`src/design/aecp_pkg.sv`:
```
package aecp_pkg;

  // Sizes of bytes, cursor, values, status and register index
  localparam int BYTE_W  = 8;
  localparam int POS_W   = 8;
  localparam int VAL_W   = 14;
  localparam int STAT_W  = 3;
  localparam int CFG_IDX_W = 2;

  localparam int MAX_PARAMETERS_DEF = 16;

  // Parameter values saturate here
  localparam logic [VAL_W-1:0] VALUE_MAX = VAL_W'(9999);

  // Console size after reset
  localparam logic [POS_W-1:0] WIDTH_RST  = POS_W'(80);
  localparam logic [POS_W-1:0] HEIGHT_RST = POS_W'(25);

  // Register indexes
  localparam logic [CFG_IDX_W-1:0] CFG_WIDTH  = CFG_IDX_W'(0);
  localparam logic [CFG_IDX_W-1:0] CFG_HEIGHT = CFG_IDX_W'(1);

  // Result status codes
  localparam logic [STAT_W-1:0] ST_IDLE = 3'd0;
  localparam logic [STAT_W-1:0] ST_BUSY = 3'd1;
  localparam logic [STAT_W-1:0] ST_EXEC = 3'd2;
  localparam logic [STAT_W-1:0] ST_NOOP = 3'd3;
  localparam logic [STAT_W-1:0] ST_SAVE = 3'd4;
  localparam logic [STAT_W-1:0] ST_ERR  = 3'd5;

  // Characters of interest
  localparam logic [BYTE_W-1:0] CH_ESC   = 8'h1B;
  localparam logic [BYTE_W-1:0] CH_LBRK  = 8'h5B;
  localparam logic [BYTE_W-1:0] CH_SEMI  = 8'h3B;
  localparam logic [BYTE_W-1:0] CH_ZERO  = 8'h30;
  localparam logic [BYTE_W-1:0] CH_NINE  = 8'h39;
  localparam logic [BYTE_W-1:0] CH_UP    = 8'h41;
  localparam logic [BYTE_W-1:0] CH_DOWN  = 8'h42;
  localparam logic [BYTE_W-1:0] CH_RIGHT = 8'h43;
  localparam logic [BYTE_W-1:0] CH_LEFT  = 8'h44;
  localparam logic [BYTE_W-1:0] CH_POS   = 8'h48;
  localparam logic [BYTE_W-1:0] CH_ERASE = 8'h4A;
  localparam logic [BYTE_W-1:0] CH_ATTR  = 8'h6D;
  localparam logic [BYTE_W-1:0] CH_SAVE  = 8'h73;
  localparam logic [BYTE_W-1:0] CH_REST  = 8'h75;

  // Only an erase with this parameter is accepted
  localparam logic [VAL_W-1:0] ERASE_ALL = VAL_W'(2);

  // One byte held between the input register and the parser
  typedef struct packed {
    logic              valid;
    logic [BYTE_W-1:0] data;
  } beat_t;

endpackage

```
`src/design/ansi_escape_cursor_parser.sv`:
```
// An accepted beat passes the input register, then the result register.
// Throughput: one byte per cycle while the result is not stalled; each byte
// is decoded by one pass of logic between input and result registers.
// Reset (synchronous, rst high): parser idle, cursor and saved cursor at 0,
// console 80 columns by 25 rows, no result pending.
module ansi_escape_cursor_parser import aecp_pkg::*; #(
  parameter int MAX_PARAMETERS = MAX_PARAMETERS_DEF
) (
  input  logic                 clk,
  input  logic                 rst,
  input  logic                 in_valid,
  output logic                 in_stall,
  input  logic [BYTE_W-1:0]    in_byte,
  input  logic                 cfg_valid,
  output logic                 cfg_ready,
  input  logic [CFG_IDX_W-1:0] cfg_index,
  input  logic [POS_W-1:0]     cfg_data,
  output logic                 out_valid,
  input  logic                 out_stall,
  output logic [STAT_W-1:0]    status,
  output logic [POS_W-1:0]     cur_col,
  output logic [POS_W-1:0]     cur_row
);

  beat_t beat;
  logic  take;

  // Register writes are always taken
  assign cfg_ready = 1'b1;

  aecp_in_stage u_in (
    .clk      (clk),
    .rst      (rst),
    .in_valid (in_valid),
    .in_stall (in_stall),
    .in_byte  (in_byte),
    .take     (take),
    .beat     (beat)
  );

  aecp_core #(
    .MAX_PARAMETERS (MAX_PARAMETERS)
  ) u_core (
    .clk       (clk),
    .rst       (rst),
    .beat      (beat),
    .take      (take),
    .cfg_valid (cfg_valid && cfg_ready),
    .cfg_index (cfg_index),
    .cfg_data  (cfg_data),
    .out_valid (out_valid),
    .out_stall (out_stall),
    .status    (status),
    .cur_col   (cur_col),
    .cur_row   (cur_row)
  );

endmodule

```
`src/design/aecp_in_stage.sv`:
```
module aecp_in_stage import aecp_pkg::*; (
  input  logic              clk,
  input  logic              rst,
  input  logic              in_valid,
  output logic              in_stall,
  input  logic [BYTE_W-1:0] in_byte,
  input  logic              take,
  output beat_t             beat
);

  logic              held;
  logic [BYTE_W-1:0] data;

  // Stall only while a held beat cannot move on
  assign in_stall = held && !take;

  assign beat.valid = held;
  assign beat.data  = data;

  // Load a new beat whenever the slot is free or drains this cycle
  always_ff @(posedge clk) begin
    if (rst) begin
      held <= 1'b0;
    end else if (!in_stall) begin
      held <= in_valid;
    end
    if (!in_stall && in_valid) begin
      data <= in_byte;
    end
  end

endmodule

```
`src/design/aecp_core.sv`:
```
module aecp_core import aecp_pkg::*; #(
  parameter int MAX_PARAMETERS = MAX_PARAMETERS_DEF
) (
  input  logic                 clk,
  input  logic                 rst,
  input  beat_t                beat,
  output logic                 take,
  input  logic                 cfg_valid,
  input  logic [CFG_IDX_W-1:0] cfg_index,
  input  logic [POS_W-1:0]     cfg_data,
  output logic                 out_valid,
  input  logic                 out_stall,
  output logic [STAT_W-1:0]    status,
  output logic [POS_W-1:0]     cur_col,
  output logic [POS_W-1:0]     cur_row
);

  localparam int CNT_W = $clog2(MAX_PARAMETERS);
  localparam logic [CNT_W-1:0] CNT_LAST = CNT_W'(MAX_PARAMETERS - 1);
  localparam logic [CNT_W-1:0] CNT_ONE  = CNT_W'(1);
  localparam logic [CNT_W-1:0] CNT_ZERO = '0;

  typedef enum logic [2:0] {
    M_IDLE,
    M_ESC,
    M_CSI,
    M_PARAM,
    M_ERROR
  } mode_t;

  mode_t             mode, mode_next;
  logic [CNT_W-1:0]  pcount, pcount_next;
  logic [VAL_W-1:0]  first_param, first_param_next;
  logic              first_absent, first_absent_next;
  logic [VAL_W-1:0]  second_param, second_param_next;
  logic [VAL_W-1:0]  bval, bval_next;
  logic              attr_ok, attr_ok_next;
  logic [POS_W-1:0]  col, col_next, row, row_next;
  logic [POS_W-1:0]  saved_col, saved_col_next, saved_row, saved_row_next;
  logic [POS_W-1:0]  width, height;
  logic [STAT_W-1:0] st;

  logic              advance;
  logic [BYTE_W-1:0] c;
  logic              digit;
  logic [POS_W-1:0]  wl, hl;
  logic [VAL_W-1:0]  p0, p1, p0m1, p1m1;
  logic [VAL_W:0]    row_sum, col_sum;
  logic [16:0]       acc;

  function automatic logic attr_valid(input logic [VAL_W-1:0] v);
    return v inside {[0:2], [30:37], [40:47]};
  endfunction

  // Accept from the input register when the result slot is free or drains
  assign take    = !out_valid || !out_stall;
  assign advance = beat.valid && take;

  assign cur_col = col;
  assign cur_row = row;

  assign c     = beat.data;
  assign digit = c inside {[CH_ZERO:CH_NINE]};
  assign wl    = (width == '0) ? '0 : width - POS_W'(1);
  assign hl    = (height == '0) ? '0 : height - POS_W'(1);

  // Parameters as a terminator on this byte sees them
  assign p0 = (pcount == CNT_ZERO) ? bval : (first_absent ? '0 : first_param);
  assign p1 = (pcount == CNT_ONE) ? bval : second_param;
  assign p0m1 = p0 - VAL_W'(1);
  assign p1m1 = p1 - VAL_W'(1);
  assign row_sum = {{(VAL_W + 1 - POS_W){1'b0}}, row} + {1'b0, p0};
  assign col_sum = {{(VAL_W + 1 - POS_W){1'b0}}, col} + {1'b0, p0};
  assign acc = 17'(bval) * 17'd10 + 17'(c[3:0]);

  // Decode one byte against the parse mode
  always_comb begin
    mode_next         = mode;
    pcount_next       = pcount;
    first_param_next  = first_param;
    first_absent_next = first_absent;
    second_param_next = second_param;
    bval_next         = bval;
    attr_ok_next      = attr_ok;
    col_next          = col;
    row_next          = row;
    saved_col_next    = saved_col;
    saved_row_next    = saved_row;
    st                = ST_ERR;

    case (mode)
      M_IDLE: begin
        if (c == CH_ESC) begin
          pcount_next       = '0;
          first_param_next  = '0;
          first_absent_next = 1'b1;
          second_param_next = '0;
          bval_next         = '0;
          attr_ok_next      = 1'b1;
          mode_next         = M_ESC;
          st                = ST_BUSY;
        end else begin
          st = ST_IDLE;
        end
      end
      M_ESC: begin
        if (c == CH_LBRK) begin
          mode_next = M_CSI;
          st        = ST_BUSY;
        end else begin
          mode_next = M_ERROR;
        end
      end
      M_CSI: begin
        if (digit) begin
          bval_next = VAL_W'(c[3:0]);
          mode_next = M_PARAM;
          st        = ST_BUSY;
        end else if (c == CH_SAVE) begin
          saved_col_next = col;
          saved_row_next = row;
          mode_next      = M_IDLE;
          st             = ST_SAVE;
        end else if (c == CH_REST) begin
          col_next  = saved_col;
          row_next  = saved_row;
          mode_next = M_IDLE;
          st        = ST_SAVE;
        end else if (c == CH_SEMI) begin
          // Empty first parameter: open the second one
          attr_ok_next      = 1'b0;
          first_absent_next = 1'b1;
          pcount_next       = CNT_ONE;
          bval_next         = '0;
          mode_next         = M_PARAM;
          st                = ST_BUSY;
        end else if (c == CH_UP || c == CH_DOWN) begin
          mode_next = M_IDLE;
          st        = ST_NOOP;
        end else begin
          mode_next = M_ERROR;
        end
      end
      M_PARAM: begin
        if (digit) begin
          bval_next = (acc > 17'(VALUE_MAX)) ? VALUE_MAX : acc[VAL_W-1:0];
          st        = ST_BUSY;
        end else begin
          mode_next = M_IDLE;
          case (c)
            CH_SEMI: begin
              if (pcount >= CNT_LAST) begin
                mode_next = M_ERROR;
              end else begin
                if (!attr_valid(bval)) begin
                  attr_ok_next = 1'b0;
                end
                if (pcount == CNT_ZERO) begin
                  first_param_next  = bval;
                  first_absent_next = 1'b0;
                end else if (pcount == CNT_ONE) begin
                  second_param_next = bval;
                end
                pcount_next = pcount + CNT_ONE;
                bval_next   = '0;
                mode_next   = M_PARAM;
                st          = ST_BUSY;
              end
            end
            CH_UP, CH_DOWN, CH_RIGHT, CH_LEFT: begin
              if (p0 == '0) begin
                st = ST_NOOP;
              end else begin
                st = ST_EXEC;
                case (c)
                  CH_UP: begin
                    row_next = ({{(VAL_W - POS_W){1'b0}}, row} > p0) ?
                               row - p0[POS_W-1:0] : '0;
                  end
                  CH_DOWN: begin
                    row_next = (row_sum > (VAL_W + 1)'(hl)) ? hl : row_sum[POS_W-1:0];
                  end
                  CH_RIGHT: begin
                    col_next = (col_sum > (VAL_W + 1)'(wl)) ? wl : col_sum[POS_W-1:0];
                  end
                  default: begin
                    col_next = ({{(VAL_W - POS_W){1'b0}}, col} > p0) ?
                               col - p0[POS_W-1:0] : '0;
                  end
                endcase
              end
            end
            CH_POS: begin
              if (p0 != '0) begin
                row_next = (p0m1 > VAL_W'(hl)) ? hl : p0m1[POS_W-1:0];
              end
              if (pcount != CNT_ZERO && p1 != '0) begin
                col_next = (p1m1 > VAL_W'(wl)) ? wl : p1m1[POS_W-1:0];
              end
              st = ST_EXEC;
            end
            CH_ERASE: begin
              if (pcount == CNT_ZERO && bval == ERASE_ALL) begin
                col_next = '0;
                row_next = '0;
                st       = ST_EXEC;
              end else begin
                mode_next = M_ERROR;
              end
            end
            CH_ATTR: begin
              if (attr_ok && attr_valid(bval)) begin
                st = ST_EXEC;
              end else begin
                mode_next = M_ERROR;
              end
            end
            CH_SAVE: begin
              saved_col_next = col;
              saved_row_next = row;
              st             = ST_SAVE;
            end
            CH_REST: begin
              col_next = saved_col;
              row_next = saved_row;
              st       = ST_SAVE;
            end
            default: begin
              mode_next = M_ERROR;
            end
          endcase
        end
      end
      default: begin
        mode_next = M_ERROR;
      end
    endcase

    // Error is sticky and always reports as such
    if (mode_next == M_ERROR) begin
      st = ST_ERR;
    end
  end

  // Hold parse state, cursor, console size and the result beat
  always_ff @(posedge clk) begin
    if (rst) begin
      mode         <= M_IDLE;
      pcount       <= '0;
      first_param  <= '0;
      first_absent <= 1'b1;
      second_param <= '0;
      bval         <= '0;
      attr_ok      <= 1'b1;
      col          <= '0;
      row          <= '0;
      saved_col    <= '0;
      saved_row    <= '0;
      width        <= WIDTH_RST;
      height       <= HEIGHT_RST;
      out_valid    <= 1'b0;
      status       <= ST_IDLE;
    end else begin
      if (cfg_valid) begin
        case (cfg_index)
          CFG_WIDTH:  width  <= cfg_data;
          CFG_HEIGHT: height <= cfg_data;
          default: ;
        endcase
      end
      if (advance) begin
        mode         <= mode_next;
        pcount       <= pcount_next;
        first_param  <= first_param_next;
        first_absent <= first_absent_next;
        second_param <= second_param_next;
        bval         <= bval_next;
        attr_ok      <= attr_ok_next;
        col          <= col_next;
        row          <= row_next;
        saved_col    <= saved_col_next;
        saved_row    <= saved_row_next;
        status       <= st;
        out_valid    <= 1'b1;
      end else if (!out_stall) begin
        out_valid <= 1'b0;
      end
    end
  end

endmodule

```
`config.mk`:
```
export PLATFORM = sky130hd
export DESIGN_NAME = ansi_escape_cursor_parser
export DESIGN_NICKNAME = d
export VERILOG_FILES = /design/src/design/aecp_pkg.sv /design/src/design/ansi_escape_cursor_parser.sv /design/src/design/aecp_in_stage.sv /design/src/design/aecp_core.sv
export SDC_FILE = /design/constraint.sdc
export NUM_CORES = 1
export LEC_CHECK = 0
export ABC_AREA = 1
export BUFFER_PORTS_ARGS = -buffer_cell sky130_fd_sc_hd__buf_4
export CAP_MARGIN = 20
export CORE_MARGIN = 1.5
export CORE_UTILIZATION = 65
export CTS_CLUSTER_DIAMETER = 120
export DETAILED_ROUTE_END_ITERATION = 8
export GPL_ROUTABILITY_DRIVEN = 0
export PLACE_DENSITY = 0.83
export SLEW_MARGIN = 20
export SYNTH_ARGS = -nofsm -noshare
export SYNTH_HDL_FRONTEND = slang
export SYNTH_SLANG_ARGS = --single-unit
```
`constraint.sdc`:
```
create_clock -name clk -period 8.79 [get_ports clk]
set_clock_uncertainty 0.1 [all_clocks]
set_input_delay 1.3185 -clock clk [delete_from_list [all_inputs] [get_ports clk]]
set_output_delay 1.3185 -clock clk [all_outputs]
set_load 0.02 [all_outputs]
```
==> reports/metrics.cfg, run 1 <==
[status]
status = completed

[cts]
cts_max_level = 3
cts_root_buffer = clkbuf_16
insertion_delay_ns = 0.38
clkTransAtPathRegs_ns = 0.09
max-clock-path-buffers = 2
post_cts_buffers = 0
cts_tree = yes
ctsResizeCount = 0
cts_buffers = 9
clock_sinks = 112
cts_hold_buf = 0

[sta]
hold_viol_final = 0
fin_tns_setup_ns = 0
final.min_clock_period_ns = 5.16
finalCritPeriodShare_pct = 58.8
setup_slack_ns = 3.63
timing.hold.ws_ns = 0.358
rsz0062_at_grt = false
finalSetupViolations = 0
max_slew_margin_pct = 29.8
finalMaxSlewViolations = 0
worst_slew_pin_slew_ns = 1.05
clock.fmax_mhz = 194

[synthesis]
syn_nets = 1961
yosysSeqAreaShare_pct = 20.5
synth_warnings = 0
synth_ff_type = dfxtp_1
synth_edf_count = 8
synth_seq_cells = 112
syn_inst = 1830
synthArstFlopShare_pct = 0
netlist_area_um2 = 11300
synth.avg_cell_area_um2 = 6.19
synth_cell_type_count = 59

[critical_path]
cp.arrival_ns = 5.31
worstPathMaxFanout = 25
cp_num_buf_inv = 2
path_class = flop to flop
crit_top_cell = nand2_1
required_ns = 8.94
endpoint_kind = flop
critPathTopFamily = compound AO/OA/AOI/OAI gates
slowest_stage = o21ai_1
critPathMaxStageDelay_ns = 0.78
start_kind = flop

[route]
dr.pass1.iters = 6
wirelength_um = 31900
drtIter0Drc = 1177
detail-route-antenna-nets = 0
avgRoutedWirePerCell_um = 15.4
drcViolationCount = 0
viasPerCell = 5.80
vias = 12000

[power_and_ir_drop]
ir_worst_vdd_uv = 100
p_sw_share_pct = 32.9
power_switching_mw = 0.396
internal-power_mw = 0.807
power_frac_clock_pct = 37.4
power-per-cell-area_nw_per_um2 = 99.6
total_power_mw = 1.20
power_frac_comb_pct = 18.1
power_frac_seq_pct = 44.4
power_leakage_nw = 6.07

[place]
dp_hpwl_um = 24000
place_area_um2 = 11800
dpl_worst_slack_ns = 3.74
numPortBuffers = 43
dp_cells = 2058

[layout]
drive_above_1_share_pct = 8.71
finalNetCount = 1975
postLayoutCoreUtil_pct = 70.3
syn_to_final_growth_pct = 6.52
n_antenna_cell = 0
finish.instance_area_um2 = 12100
multi_input_area_um2 = 7750
fillers = 1576
final-seq-area_um2 = 2320
layout.cells.non_filler = 2074

[floorplan]
dieHeight_um = 135
core.rowCount = 48
start_util_pct = 66.0
io_pins = 45
die_w_um = 135
design.core.area_um2 = 17200
die_area_um2 = 18200

[grt]
first_global_vias = 10800
antenna_found_initial = 0
groute.usage.overall_pct = 35.0
grt_overflow = 0
grt_pass1_wl_um = 51200
grt_max_degree = 64

[worst_hold_path]
min_path_type = flop to flop

[run]
max_cap_violations = 0

[Yosys cell counts, drive strengths merged (11+ instances only)]
cell | instances | area (um^2)
nand3 | 143 | 776
xor2 | 33 | 304
nand2 | 519 | 2030
o21ai | 116 | 629
inv | 272 | 1020
nand4 | 39 | 259
dfxtp | 104 | 2080
buf | 16 | 114
a21oi | 139 | 737
a31oi | 11 | 68.8
nor3 | 25 | 146
ha | 102 | 1280
a211oi | 18 | 140
clkbuf | 29 | 109
nor2 | 189 | 811
[cells in the final DEF (no fill, tap or decap), types with 38 or more instances in the layout]
| cell | Yosys | layout |
|---|---|---|
| inv_1 | 265 | 265 |
| o21ai_0 | 93 | 93 |
| nand3_1 | 134 | 134 |
| buf_4 | 2 | 48 |
| nand4_1 | 38 | 38 |
| ha_1 | 102 | 102 |
| nand2_1 | 501 | 501 |
| dfxtp_1 | 104 | 104 |
| nor2_1 | 170 | 170 |
| a21oi_1 | 128 | 128 |
[worst min-delay path, cell delays in order (launching register included)]
cell	delay (ns)
dfxtp_1	0.30
inv_1	0.06
a21oi_1	0.06
[logic make-up after synthesis]
kind of cell | Yosys count | synth area share, %
buf+inv | 321 | 11.1
fa+ha+maj | 108 | 12.3
xor+xnor | 40 | 3.22
compound gates | 315 | 16.2
other cells | 1 | 0.0331
flops | 112 | 20.5
simple gates | 933 | 36.6
[power groups by stage]
stage	Sequential (mW)	Clock, mW	Combinational [mW]
after detailed placement	0.546	0	0.212
after floorplan	0.544	0	0.162
final	0.534	0.450	0.218
after CTS	0.534	0.453	0.214
after global routing	0.536	0.474	0.244
after global placement	0.546	0	0.207
[per-layer routing]
| metal | part of all wire (%) | GRT usage [%] |
|---|---|---|
| met1 | 42 | 43.6 |
| met2 | 47 | 59.8 |
| met3 | 7.6 | 4.54 |
| met4 | 4.3 | 17.0 |
| met5 | 0 | 0 |
[registers in the layout, summed over array words and instances (netlist names), 3 cells and up]
register and cells:
u_core.status 3, u_core.mode 3, u_core.width 8, u_core.bval 14
u_core.saved_row 8, u_core.saved_col 8, u_core.pcount 4, u_core.second_param 14
u_core.cur_row 8, u_core.first_param 14, u_in.data 8, u_core.height 8
u_core.cur_col 8
[layout make-up]
cell class                 count  area share, %
multi-input combinational   1397           64.2
timing repair buffer          48           2.98
sequential                   112           19.2
clock inverter                 7          0.788
tap                          225           2.33
clock buffer                   9           1.87
inverter                     276           8.58
[path summary, 6_finish.rpt]
kind | cells past startpoint | from | slack (ns) | to
min | 2 | u_core.second_param[13]$_SDFFE_PP0P_ | 0.36 | u_core.second_param[13]$_SDFFE_PP0P_
min reg2reg | 2 | u_core.second_param[13]$_SDFFE_PP0P_ | 0.36 | u_core.second_param[13]$_SDFFE_PP0P_
max | 25 | u_core.pcount[0]$_SDFFE_PP0P_ | 3.63 | u_core.cur_col[6]$_SDFFE_PP0P_
max reg2reg | 25 | u_core.pcount[0]$_SDFFE_PP0P_ | 3.63 | u_core.cur_col[6]$_SDFFE_PP0P_
No activity file was read; power rests on OpenSTA's default activity.
==> run 2, diff against run 1 <==
--- a/config.mk
+++ b/config.mk
@@ -9,11 +9,11 @@
 export BUFFER_PORTS_ARGS = -buffer_cell sky130_fd_sc_hd__buf_4
 export CAP_MARGIN = 20
 export CORE_MARGIN = 1.5
-export CORE_UTILIZATION = 65
+export CORE_UTILIZATION = 64
 export CTS_CLUSTER_DIAMETER = 120
 export DETAILED_ROUTE_END_ITERATION = 8
 export GPL_ROUTABILITY_DRIVEN = 0
-export PLACE_DENSITY = 0.83
+export PLACE_DENSITY = 0.82
 export SLEW_MARGIN = 20
 export SYNTH_ARGS = -nofsm -noshare
 export SYNTH_HDL_FRONTEND = slang
==> constraint.sdc (replaced) <==
create_clock -name clk -period 5.2 [get_ports clk]
set_clock_uncertainty 0.1 [all_clocks]
set_input_delay 0.78 -clock clk [delete_from_list [all_inputs] [get_ports clk]]
set_output_delay 0.78 -clock clk [all_outputs]
set_load 0.02 [all_outputs]
==> reports/metrics.cfg, run 2 (same netlist as run 1, synthesis figures left out) <==
[layout]
n_antenna_cell = 0  ; unchanged
layout_commonest_cell = nand2_1  ; unchanged
postLayoutCoreUtil_pct = 70.1  ; was 70.3%
reg_top3 = u_core.bval x14, u_core.first_param x14, u_core.second_param x14  ; unchanged
finish.instance_area_um2 = 12100  ; about the same
layout_common_cells = nand2_1 (501), inv_1 (265), nor2_1 (170)  ; unchanged
syn_to_final_growth_pct = 6.99  ; was 6.52%
drive_above_1_share_pct = 9.06  ; was 8.71%
layout.cells.non_filler = 2079  ; was 2,074
finalNetCount = 1980  ; was 1,975

[grt]
grt_max_degree = 61  ; was 64
groute.usage.overall_pct = 35.1  ; was 35.0%
first_global_vias = 10800  ; about the same
grt_pass1_wl_um = 52200  ; was 51,200 um
grt_overflow = 0  ; unchanged
antenna_found_initial = 0  ; unchanged

[cts]
max-clock-path-buffers = 2  ; unchanged
cts_max_level = 3  ; unchanged
cts_hold_buf = 0  ; unchanged
clock_sinks = 112  ; unchanged
clkTransAtPathRegs_ns = 0.09  ; about the same
cts_tree = yes  ; unchanged
cts_root_buffer = clkbuf_16  ; unchanged
cts_buffers = 9  ; unchanged
insertion_delay_ns = 0.38  ; about the same

[sta]
max_slew_margin_pct = 28.7  ; was 29.8%
finalCritPeriodShare_pct = 91.7  ; was 58.8%
hold_viol_final = 0  ; unchanged
finalSetupViolations = 0  ; unchanged
worst_slew_pin_slew_ns = 1.07  ; was 1.05 ns
timing.hold.ws_ns = 0.356  ; was 0.358 ns
final.min_clock_period_ns = 4.77  ; was 5.16 ns
rsz0062_at_grt = false  ; unchanged
clock.fmax_mhz = 210  ; was 194 MHz
fin_tns_setup_ns = 0  ; unchanged
finalMaxSlewViolations = 0  ; unchanged

[critical_path]
endpoint_kind = flop  ; unchanged
path_class = flop to flop  ; unchanged
slowest_stage = ha_1  ; was o21ai_1
cp.arrival_ns = 4.98  ; was 5.31 ns
required_ns = 5.41  ; was 8.94 ns
start_kind = flop  ; unchanged
critPathTopFamily = simple AND/OR/NAND/NOR gates  ; was compound AO/OA/AOI/OAI gates
crit_top_cell = nand2_1  ; unchanged
worstPathMaxFanout = 25  ; unchanged
critPathMaxStageDelay_ns = 0.38  ; was 0.78 ns
cp_num_buf_inv = 5  ; was 2

[worst_hold_path]
min_path_type = flop to flop  ; unchanged

[floorplan]
design.core.area_um2 = 17300  ; was 17,200 um^2
core.rowCount = 48  ; unchanged
die_area_um2 = 18500  ; was 18,200 um^2
die_w_um = 136  ; was 135 um
dieHeight_um = 136  ; was 135 um
io_pins = 45  ; unchanged
start_util_pct = 65.5  ; was 66.0%

[route]
dr.pass1.iters = 7  ; was 6
drtIter0Drc = 1422  ; was 1,177
drcViolationCount = 0  ; unchanged
vias = 12000  ; about the same
avgRoutedWirePerCell_um = 15.5  ; was 15.4 um
wirelength_um = 32300  ; was 31,900 um
viasPerCell = 5.79  ; was 5.80
detail-route-antenna-nets = 0  ; unchanged

[place]
numPortBuffers = 43  ; unchanged
dp_hpwl_um = 24400  ; was 24,000 um
dp_cells = 2062  ; was 2,058
place_area_um2 = 11800  ; about the same

[power_and_ir_drop]
ir_worst_vdd_uv = 182  ; was 100 uV
power_leakage_nw = 6.09  ; was 6.07 nW
power-per-cell-area_nw_per_um2 = 169  ; was 99.6 nW/um^2

[status]
status = completed  ; unchanged

[run]
max_cap_violations = 0  ; unchanged

-- run 2: cell count changes in the layout (fill, tap and decap cells not counted), sizes merged --
| cell | delta |
|---|---|
| buf | +4 |
| nor2 | +1 |
-- run 2: path summary, 6_finish.rpt --
kind / from / end / slack [ns] / depth (start not counted)
setup reg to reg: u_core.pcount[1]$_SDFFE_PP0P_ / u_core.cur_row[6]$_SDFFE_PP0P_ / 0.43 / 32
hold reg to reg: u_core.second_param[13]$_SDFFE_PP0P_ / u_core.second_param[13]$_SDFFE_PP0P_ / 0.36 / 2
hold / removal: u_core.second_param[13]$_SDFFE_PP0P_ / u_core.second_param[13]$_SDFFE_PP0P_ / 0.36 / 2
setup / recovery: u_core.pcount[1]$_SDFFE_PP0P_ / u_core.cur_row[6]$_SDFFE_PP0P_ / 0.43 / 32
-- run 2: stage by stage --
step                setup slack (ns)  power (mW)
detailed placement             0.466        1.29
CTS                            0.416        2.04
global placement               0.583        1.28
finish                         0.430        2.05
global route                  0.0109        2.13
floorplan                      0.722        1.19
-- run 2: cell type report --
class | count | area [um^2]
clock buffer | 9 | 225
multi-input combinational | 1398 | 7780
clock inverter | 7 | 95.1
fill | 1573 | 5170
sequential | 112 | 2320
tap | 225 | 282
inverter | 276 | 1040
timing repair buffer | 52 | 390
-- run 2: metal layers --
layer	routed length, um	global-route usage [%]
met1	13500	44.4
met2	15100	59.2
met3	2500	5.56
met5	0	0
met4	1270	15.1
-- run 2: report_power, final --
part / total (mW) / switching (mW) / leakage (nW) / internal (mW)
sequential: 0.904 / 0.0168 / 0.920 / 0.887
combinational: 0.379 / 0.255 / 5.02 / 0.124
clock: 0.769 / 0.413 / 0.155 / 0.355
total: 2.05 / 0.685 / 6.09 / 1.37
-- run 2: worst register-to-register path: cells and delay by family, from the launching register on --
family,cells,cell delay [ns]
fa+ha+maj,3,0.98
simple gates,19,1.92
buf+inv,5,0.58
xor+xnor,1,0.19
flops,1,0.33
compound gates,4,0.57
-- run 2: what timing repair did --
action,in CTS,in global routing
endpoints found under the hold margin,0,0
gates resized for setup,0,2
buffers inserted,0,0
setup endpoints to repair,0,8
